==> src/sv/psl_pkg.sv <==
package psl_pkg;

  localparam int AlfaLength = 10;
  localparam int LenW = 4;

  localparam logic [5:0] K_IDENT = 6'd0;
  localparam logic [5:0] K_INT   = 6'd1;
  localparam logic [5:0] K_CHAR  = 6'd2;
  localparam logic [5:0] K_BECOMES = 6'd3;
  localparam logic [5:0] K_COLON = 6'd4;
  localparam logic [5:0] K_RANGE = 6'd5;
  localparam logic [5:0] K_PERIOD = 6'd6;
  localparam logic [5:0] K_LE    = 6'd7;
  localparam logic [5:0] K_NE    = 6'd8;
  localparam logic [5:0] K_LT    = 6'd9;
  localparam logic [5:0] K_GE    = 6'd10;
  localparam logic [5:0] K_GT    = 6'd11;
  localparam logic [5:0] K_SINGLE = 6'd12;
  localparam logic [5:0] K_OTHER = 6'd22;
  localparam logic [5:0] K_KEYWORD = 6'd23;

  localparam logic [1:0] E_NONE = 2'd0;
  localparam logic [1:0] E_OVERFLOW = 2'd1;
  localparam logic [1:0] E_CHAR = 2'd2;

  localparam logic [7:0] QUOTE = 8'h27;

  typedef struct packed {
    logic [5:0]  kind;
    logic [30:0] value;
    logic [79:0] spelling;
    logic [1:0]  err;
    logic        last;
  } token_t;

  typedef logic [79:0] kw_row_t;

  function automatic kw_row_t kw_text(input logic [4:0] i);
    kw_row_t r;
    r = '0;
    case (i)
      5'd0:  r[55:0] = {"MARGORP"};
      5'd1:  r[71:0] = {"ERUDECORP"};
      5'd2:  r[23:0] = {"RAV"};
      5'd3:  r[39:0] = {"YARRA"};
      5'd4:  r[39:0] = {"NIGEB"};
      5'd5:  r[23:0] = {"DNE"};
      5'd6:  r[31:0] = {"DAER"};
      5'd7:  r[39:0] = {"ETIRW"};
      5'd8:  r[15:0] = {"OD"};
      5'd9:  r[39:0] = {"ELIHW"};
      5'd10: r[15:0] = {"FI"};
      5'd11: r[31:0] = {"NEHT"};
      5'd12: r[31:0] = {"ESLE"};
      5'd13: r[15:0] = {"RO"};
      5'd14: r[23:0] = {"DNA"};
      5'd15: r[23:0] = {"TON"};
      5'd16: r[15:0] = {"FO"};
      5'd17: r[23:0] = {"VID"};
      default: r = '0;
    endcase
    return r;
  endfunction

endpackage

==> src/sv/psl_queue.sv <==
module psl_queue (
  input  logic            clk,
  input  logic            rst_n,
  input  logic            push,
  input  logic [1:0]      n_push,
  input  psl_pkg::token_t tok0,
  input  psl_pkg::token_t tok1,
  output logic            room2,
  input  logic            pop,
  output logic            empty,
  output psl_pkg::token_t head
);

  psl_pkg::token_t mem_r [4];
  logic [2:0] wp_r, rp_r, wp_nxt, rp_nxt;
  logic [2:0] cnt;

  assign cnt = wp_r - rp_r;
  assign room2 = cnt <= 3'd2;
  assign empty = cnt == 3'd0;
  assign head = mem_r[rp_r[1:0]];
  assign wp_nxt = wp_r + (push ? 3'(n_push) : 3'd0);
  assign rp_nxt = rp_r + ((pop && !empty) ? 3'd1 : 3'd0);

  always_ff @(posedge clk) begin
    if (push && n_push != 2'd0) mem_r[wp_r[1:0]] <= tok0;
    if (push && n_push == 2'd2) mem_r[2'(wp_r[1:0] + 2'd1)] <= tok1;
  end

  always_ff @(posedge clk) begin
    if (!rst_n) begin
      wp_r <= '0;
      rp_r <= '0;
    end else begin
      wp_r <= wp_nxt;
      rp_r <= rp_nxt;
    end
  end

endmodule

==> config.mk <==
export PLATFORM = sky130hd
export DESIGN_NAME = psl_queue
export DESIGN_NICKNAME = d
export VERILOG_FILES = /design/src/sv/psl_pkg.sv /design/src/sv/psl_queue.sv
export SDC_FILE = /design/constraint.sdc
export NUM_CORES = 1
export LEC_CHECK = 0
export ABC_AREA = 1
export BUFFER_PORTS_ARGS = -buffer_cell sky130_fd_sc_hd__buf_4
export CAP_MARGIN = 10
export CORE_UTILIZATION = 45
export DETAILED_ROUTE_END_ITERATION = 8
export GPL_TIMING_DRIVEN = 0
export PLACE_DENSITY = 0.77
export SLEW_MARGIN = 15
export SYNTH_ARGS = -nofsm -noshare
export SYNTH_HDL_FRONTEND = slang
export SYNTH_SLANG_ARGS = --single-unit
==> constraint.sdc <==
create_clock -name clk -period 27.4 [get_ports clk]
set_clock_uncertainty 0.1 [all_clocks]
set_input_delay 2.74 -clock clk [delete_from_list [all_inputs] [get_ports clk]]
set_output_delay 2.74 -clock clk [all_outputs]
set_load 0.005 [all_outputs]
== After elaboration in Yosys (flattened, before gate mapping) ==
Memories as Yosys holds them, arrays and structs flattened. A register that Yosys moved wholly into a read port is not among the register bits.
Cells that the tools add are included.
Widths: inputs -> output; s select.

* Memories kept: 1
* Memory bits (read-only): 0
* Register bits: 6
* Word-level logic and storage cells: 22
* Memory bits (writable): 480
* Output and inout port bits: 122
* Latch bits: 0
* Bits of input ports: 246

{| class="wikitable"
|+ Memories
! name !! depth !! width !! rd ports !! clocked after Yosys merged registers in !! write ports !! RTL line !! source
|-
| mem_r || 4 || 120 || 1 || 1 || 2 || psl_queue.sv:14 || <nowiki>psl_pkg::token_t mem_r [4];</nowiki>
|}

* Equal/unequal tests: 1
* Shifts and indexed selects: 0
* Add/subtract/negate cells: 4
* $lt $le $gt $ge: 1
* Reductions and logical operators: 6
* Divide/modulo/power cells: 0
* Bitwise operators: 0
* Multiplexer cells: 7
* Multipliers: 0

{| class="wikitable"
|+ Operator list
! kind !! number
|-
| $mux 1 || 5
|-
| $mux 2 || 2
|-
| $add 3x1->3 || 1
|-
| $add 3x2->3 || 1
|-
| $le 3x2->1 const B || 1
|-
| $logic_and 1x1->1 || 3
|-
| $logic_not 3->1 || 1
|-
| $sub 3x3->3 || 1
|-
| $add 2x1->2 const B || 1
|-
| $eq 2x2->1 const B || 1
|-
| $reduce_bool 2->1 || 1
|-
| $logic_not 1->1 || 1
|}

== Logic depth before layout (Yosys ltp) ==
Gate-level depths: netlist (run 1).

* Word-level depth: 7
* Depth in mapped cells: 15
* Gate-level depth less buffers: 15

== Worst setup path after synthesis (run 1) ==
No wires, ideal clock.

* Kind: input to register
* From: input port n_push[1]
* To: memory mem_r[0][0] in the netlist's numbering, enable pin
* Path slack: 15119 ps
* Required time: 26535 ps
* Setup time: 765 ps
* Stages on the path: 4
* Arrival time: 11416 ps
* Buffers on the path: 0
* Cells stage by stage: nand2_2 nor2_4 inv_2 o21ai_0

{| class="wikitable"
|+ RTL lines
! element !! RTL line !! source
|-
| start, declared || psl_queue.sv:5 || <nowiki>input logic [1:0] n_push,</nowiki>
|-
| end, declared || psl_queue.sv:14 ||
|}

==> impl_metrics.ini, run 1 <==
[floorplanning]
rows = 83
io_pins = 368
die_y_um = 230.0
dieWidth_um = 230.0
fp.dieArea_um2 = 52880
core_area_um2 = 51300
start_util = 0.4558

[setup_path]
cp.arrival_ps = 3170
slowest_delay_ps = 710
cp_top_family = buffers and inverters
worstPathRequired_ps = 24560
criticalPathCategory = register to output pin
start_kind = register
path_max_fanout = 10
crit_buf_inv = 4
cp_cell_sequence = buf_4 > buf_2 > buf_2 > nor2_1 > o22ai_1 > buf_4
critPathSlowestCell = dfxtp_1
end_kind = output pin

[detailed_routing]
post_drt_wl_per_cell_um = 22.41
routed-via-count = 20940
drc = 0
postRouteAntennaNets = 0
vias_per_cell = 5.884
wirelength_um = 79770
dr.pass1.iters = 6
drt_iter0_drc = 2738

[pwr]
comb_power_share = 0.331
switching_share = 0.3350
power_leakage_nw = 11.16
p_per_area_nw_per_um2 = 80.56
ir_drop_mv = 0.05275
p_int_mw = 1.550
netSwitchingPower_uw = 780.5
power.share.clock = 0.289
seq_power_share = 0.380

[synthesis]
yosys_warnings = 0
syn-mean-instance-area_um2 = 9.702
synthMuxAreaShare = 0
ys_types = 23
synth_fa_ha_area_frac = 0.003853
synth.area.top_cells = edfxtp_1 62%, nor2_1 9.7%, a21oi_1 7.7%, o21ai_0 5.2%, o22ai_1 3.2%
ys.flop_type = edfxtp_1
synth_seq_cells = 486
synth_xor_area_frac = 0.0007491
synth_compound_area_frac = 0.1866
ys_top_cells_by_count = 605 x nor2_1, 480 x edfxtp_1, 361 x a21oi_1
seq_area_frac_synth = 0.6216
synth_top_family_by_area = compound AO/OA/AOI/OAI gates
synth.top_cell.area_share = 0.6164
synth_most_common_cell = nor2_1
yosys.area.top_type = edfxtp_1
synth_edf_count = 480
synth_area_um2 = 23380
async_flop_share = 0
synthSimpleGateAreaFrac = 0.1225
syn_inst = 2410
synth.net_count = 2662

[cells_and_area]
utilization = 0.5638
nets = 3094
synthToLayoutAreaGrowth_pct = 23.69
drive_above_1_share = 0.2040

[cts]
numCtsBuffers = 50
clock-sinks = 486
htreeDepth = 2
clk_pin_slew_ps = 60
cts_tree = built
cts-root-buf = clkbuf_16
clock_path_buffers = 3
clk_latency_ps = 590
post-cts-setup-buffers = 0
hold_buffers = 0
cts_resized = 0

[sta]
slew_headroom = 0.4945
finalCriticalPeriod_ps = 6012
tightest_slew_ps = 757.6
final.setup.tns_ps = 0
fmax_mhz = 166.3
fin_ws_ps = 21390
rsz0062_at_grt = no
setup_violations = 0
drv_slew = 0
hold_violations = 0
fin_crit_sh = 0.2194

[placed_design]
gp_congestion = 0.8552
port_buffers = 367
pre_cts_ws_ps = 21990
dp_hpwl_um = 51680

[global_route]
antenna_found_initial = 1
grt_usage = 0.2926
grt_pass1_wl_um = 117800
grt_max_degree = 51
grt_pass1_vias = 20560
grt-ovfl-total = 0

[hold_path]
holdCritPathClass = register to register

[job]
drv_cap = 0

[status]
status = finished, final reports clean
## power groups by stage
stage | combinational, mW | sequential, mW | clock, mW
4_1_cts | 0.761 | 0.885 | 0.672
3_3_place_gp | 0.731 | 0.920 | 0
6_report | 0.771 | 0.886 | 0.673
2_1_floorplan | 0.341 | 0.907 | 0
5_1_grt | 0.820 | 0.888 | 0.699
3_5_place_dp | 0.757 | 0.901 | 0
## cells in the final DEF, fill, tap and decap left out
cell / synthesis / final
nor2_1: 605 / 605
edfxtp_1: 480 / 480
buf_4: 17 / 384
a21oi_1: 361 / 361
o21ai_0: 241 / 240
inv_1: 136 / 136
nand2_1: 138 / 135
o22ai_1: 120 / 120
o21ai_1: 120 / 120
buf_2: 88 / 88
clkbuf_1: 57 / 64
clkbuf_16: 0 / 51
buf_6: 18 / 18
clkinv_1: 0 / 13
clkinv_2: 0 / 10
buf_16: 0 / 10
dfxtp_1: 6 / 6
bufinv_16: 0 / 5
nand2_2: 4 / 4
ha_1: 4 / 4
nand3_1: 3 / 3
nand2_4: 0 / 3
nor2_4: 2 / 2
nor2_2: 2 / 2
inv_2: 2 / 2
clkbuf_2: 2 / 2
fa_1: 2 / 2
buf_12: 0 / 2
diode_2: 0 / 1
o21ai_4: 0 / 1
xor2_1: 1 / 1
xnor2_1: 1 / 1
inv_6: 0 / 1
clkinvlp_4: 0 / 1
buf_8: 0 / 1
## final timing paths
| path | slack (ps) | to | start | cells after the start |
|---|---|---|---|---|
| setup / recovery | 21390 | head[37] | rp_r[0]$_SDFF_PN0_ | 6 |
| hold reg to reg | 470 | wp_r[2]$_SDFF_PN0_ | wp_r[2]$_SDFF_PN0_ | 2 |
| setup reg to reg | 24090 | rp_r[2]$_SDFF_PN0_ | rp_r[1]$_SDFF_PN0_ | 12 |
| hold / removal | 470 | wp_r[2]$_SDFF_PN0_ | wp_r[2]$_SDFF_PN0_ | 2 |
## routing by layer
metal  track usage  vias up  share of wire
li1              -     9317              -
met1        0.3692     9940           0.36
met4        0.1275        2          0.037
met3       0.07192      214           0.13
met2        0.4775     1467           0.48
met5             0        -        0.00015
## logic make-up (layout without fill, tap and decap cells)
| kind of cell | after synthesis | in the layout |
|---|---|---|
| other | 0 | 1 |
| adder cells (fa/ha/maj) | 6 | 6 |
| flip-flops | 486 | 486 |
| buffers and inverters | 320 | 788 |
| XOR/XNOR | 2 | 2 |
| AND/OR/NAND/NOR | 754 | 754 |
| AO/OA/AOI/OAI | 842 | 842 |
## final cells by class
type                    count  area [um^2]
diodes                      1        2.502
flip-flops and latches    486        14530
clock buffers              58         1303
inverters                 138        518.0
fillers                  4385        22380
well taps                 680        850.8
clock inverters            30        265.3
repair buffers            380         3085
plain buffers             182        994.7
multi-input cells        1604         7370
## stage by stage
| step | total power, mW | std cells | cell area [um^2] | hold WS [ps] |
|---|---|---|---|---|
| final | 2.330 | 3559 | 28920 | 467.5 |
| after global routing | 2.407 | 3558 | 28920 | 485.8 |
| after CTS | 2.318 | 3558 | 28920 | 465.7 |
| after detailed placement | 1.658 | 3470 | 27350 | 448.0 |
| after global placement | 1.652 | 3457 | 26990 | 423.4 |
| after floorplan | 1.247 | 2410 | 23380 | 400.8 |
## state kept, by name, summed over array words and instances, names as in the netlist
signal  cells
mem_r     480
rp_r        3
wp_r        3
## worst register-to-register path, cell delays in order, from the launching register on
cell	delay (ps)
dfxtp_1	350
inv_1	180
buf_2	490
clkbuf_1	490
fa_1	530
nor2_1	130
nand3_1	190
nand2_1	140
inv_1	50
ha_1	170
ha_1	190
xnor2_1	140
nor2_1	50
Power figures use the tool's default switching activity.
==> run 2, diff against run 1 <==
==> constraint.sdc (replaced) <==
create_clock -name clk -period 5.6 [get_ports clk]
set_clock_uncertainty 0.1 [all_clocks]
set_input_delay 0.56 -clock clk [delete_from_list [all_inputs] [get_ports clk]]
set_output_delay 0.56 -clock clk [all_outputs]
set_load 0.005 [all_outputs]
==> run 2 against run 1 <==
Register-to-register slack lost 22000 ps. Wire length grew 1.1%. Flip-flop and latch count is the same. Design area grew 0.44%. Global-route usage grew 0.084 points. First-iteration DRC count shrank 7.3%. Critical path depth grew 2. Via count grew 0.53%. Utilization grew 0.25 points. Sequential share of layout area shrank 0.22 points. Die area is the same. Non-clock buffer count grew 1. Largest power group unchanged.
==> impl_metrics.ini, run 2 (same netlist as run 1, synthesis figures left out) <==
[pwr]
power_leakage_nw = 11.21
power.share.clock = 0.299
ir_drop_mv = 0.2949
seq_power_share = 0.375
comb_power_share = 0.326
switching_share = 0.3357
p_per_area_nw_per_um2 = 398.3
netSwitchingPower_mw = 3.884
p_total_mw = 11.57
p_int_mw = 7.685

[placed_design]
port_buffers = 367
post_dp_cell_area_um2 = 27370
gp_congestion = 0.8600
dp_hpwl_um = 51860

[detailed_routing]
post_drt_wl_per_cell_um = 22.59
vias_per_cell = 5.895
drc = 0
postRouteAntennaNets = 0
routed-via-count = 21050
drt_iter0_drc = 2538
dr.pass1.iters = 6
wirelength_um = 80680

[setup_path]
cp_cell_sequence = inv_1 > buf_2 > clkbuf_1 > fa_1 > nor2_1 > nand3_1 > inv_1 > buf_4
cp.arrival_ps = 3210
reg2reg_to = rp_r[2]$_SDFF_PN0_
r2r_setup_slack_ps = 2240
worstPathRequired_ps = 4940
criticalPathCategory = register to output pin
path_common_cell = inv_1
timing.rr.start = rp_r[1]$_SDFF_PN0_
start_kind = register
path_max_fanout = 10
critPathSlowestCell = fa_1
rr_worst_depth = 12
end_kind = output pin
slowest_delay_ps = 550
crit_path_start = rp_r[1]$_SDFF_PN0_

[global_route]
grt_max_degree = 50
grt_pass1_wl_um = 117900
grt-ovfl-total = 0
grt_pass1_vias = 20260
antenna_found_initial = 7
grt_usage = 0.2934

[cts]
clock-sinks = 486
clock_path_buffers = 3
numCtsBuffers = 51
clk_pin_slew_ps = 60
cts-root-buf = clkbuf_16
post-cts-setup-buffers = 0
cts_resized = 0
htreeDepth = 2
clk_latency_ps = 590
hold_buffers = 0
cts_tree = built

[floorplanning]
start_util = 0.4558
die_y_um = 230.0
dieWidth_um = 230.0
io_pins = 368
fp.dieArea_um2 = 52880
rows = 83
core_area_um2 = 51300

[cells_and_area]
synthToLayoutAreaGrowth_pct = 24.23
mostFrequentLayoutCells = 605 x nor2_1, 480 x edfxtp_1, 384 x buf_4, 361 x a21oi_1, 240 x o21ai_0
drive_above_1_share = 0.2058
largest_register_ffs = 480
utilization = 0.5662
fillers = 4313
final_common_cell = nor2_1
nets = 3096
design_area_um2 = 29050

[hold_path]
hold_depth = 3
worstHoldEndpoint = wp_r[0]$_SDFF_PN0_
hold_start = rst_n
holdCritPathClass = primary input to register

[sta]
fmax_mhz = 258.6
final.setup.tns_ps = 0
finalCriticalPeriod_ps = 3867
slew_headroom = 0.5223
drv_slew = 0
fin_crit_sh = 0.6906
tightest_slew_ps = 716.5
setup_violations = 0
worst_hold_slack_ps = 77.38
hold_violations = 0
rsz0062_at_grt = no

[status]
status = finished, final reports clean

[job]
drv_cap = 0
==> run 2: cell count changes in the layout (fill, tap and decap cells not counted), sizes merged <==
cell and change:
clkbuf +6, diode +4, clkinv -2, buf +1, bufinv +1, clkinvlp +1, inv +1
==> run 2: power by group through the flow <==
stage / clock, mW / sequential (mW) / combinational, mW
floorplan: 0 / 4.41 / 1.67
global placement: 0 / 4.46 / 3.57
detailed placement: 0 / 4.41 / 3.70
CTS: 3.45 / 4.33 / 3.73
global route: 3.58 / 4.35 / 4.00
finish: 3.46 / 4.34 / 3.77
==> run 2: through the flow <==
| stage | worst slack (ps) | std cells |
|---|---|---|
| 4_1_cts | 1834 | 3566 |
| 3_5_place_dp | 2421 | 3471 |
| 3_3_place_gp | -1840 | 3457 |
| 6_report | 1733 | 3571 |
| 5_1_grt | 1710 | 3569 |
| 2_1_floorplan | 1059 | 2410 |
==> run 2: routing by layer <==
metal,up-vias,part of all wire,track usage
li1,9333,-,-
met1,10030,0.36,0.3710
met2,1488,0.48,0.4903
met3,192,0.12,0.06758
met4,6,0.031,0.1082
met5,-,0.00046,0
==> run 2: worst max-delay path by stage <==
| stage | to | slack, ps | cells past startpoint |
|---|---|---|---|
| 5_1_grt | room2 | 1710 | 11 |
| 3_5_place_dp | rp_r[2]$_SDFF_PN0_ | 2420 | 12 |
| 3_3_place_gp | mem_r[3][21]$_DFFE_PP_ | -1840 | 7 |
| 6_report | empty | 1730 | 8 |
| 4_1_cts | empty | 1830 | 8 |
| 2_1_floorplan | mem_r[0][0]$_DFFE_PP_ | 1060 | 4 |
==> run 2: cell type report <==
cell class / count / area [um^2] / share of cell area
tap: 680 / 850.8 / 0.02929
antenna: 5 / 12.51 / 0.0004307
sequential: 486 / 14530 / 0.5003
timing repair buffer: 381 / 3105 / 0.1069
clock inverter: 31 / 317.8 / 0.01094
inverter: 138 / 518.0 / 0.01783
buffer: 182 / 994.7 / 0.03424
multi-input combinational: 1604 / 7370 / 0.2537
clock buffer: 64 / 1346 / 0.04635
==> run 2: critical path, delay by kind of cell, from the launching register on <==
kind	cells	cell delay [ps]
buffers and inverters	5	1370
adder cells (fa/ha/maj)	1	550
flip-flops	1	350
AND/OR/NAND/NOR	2	340
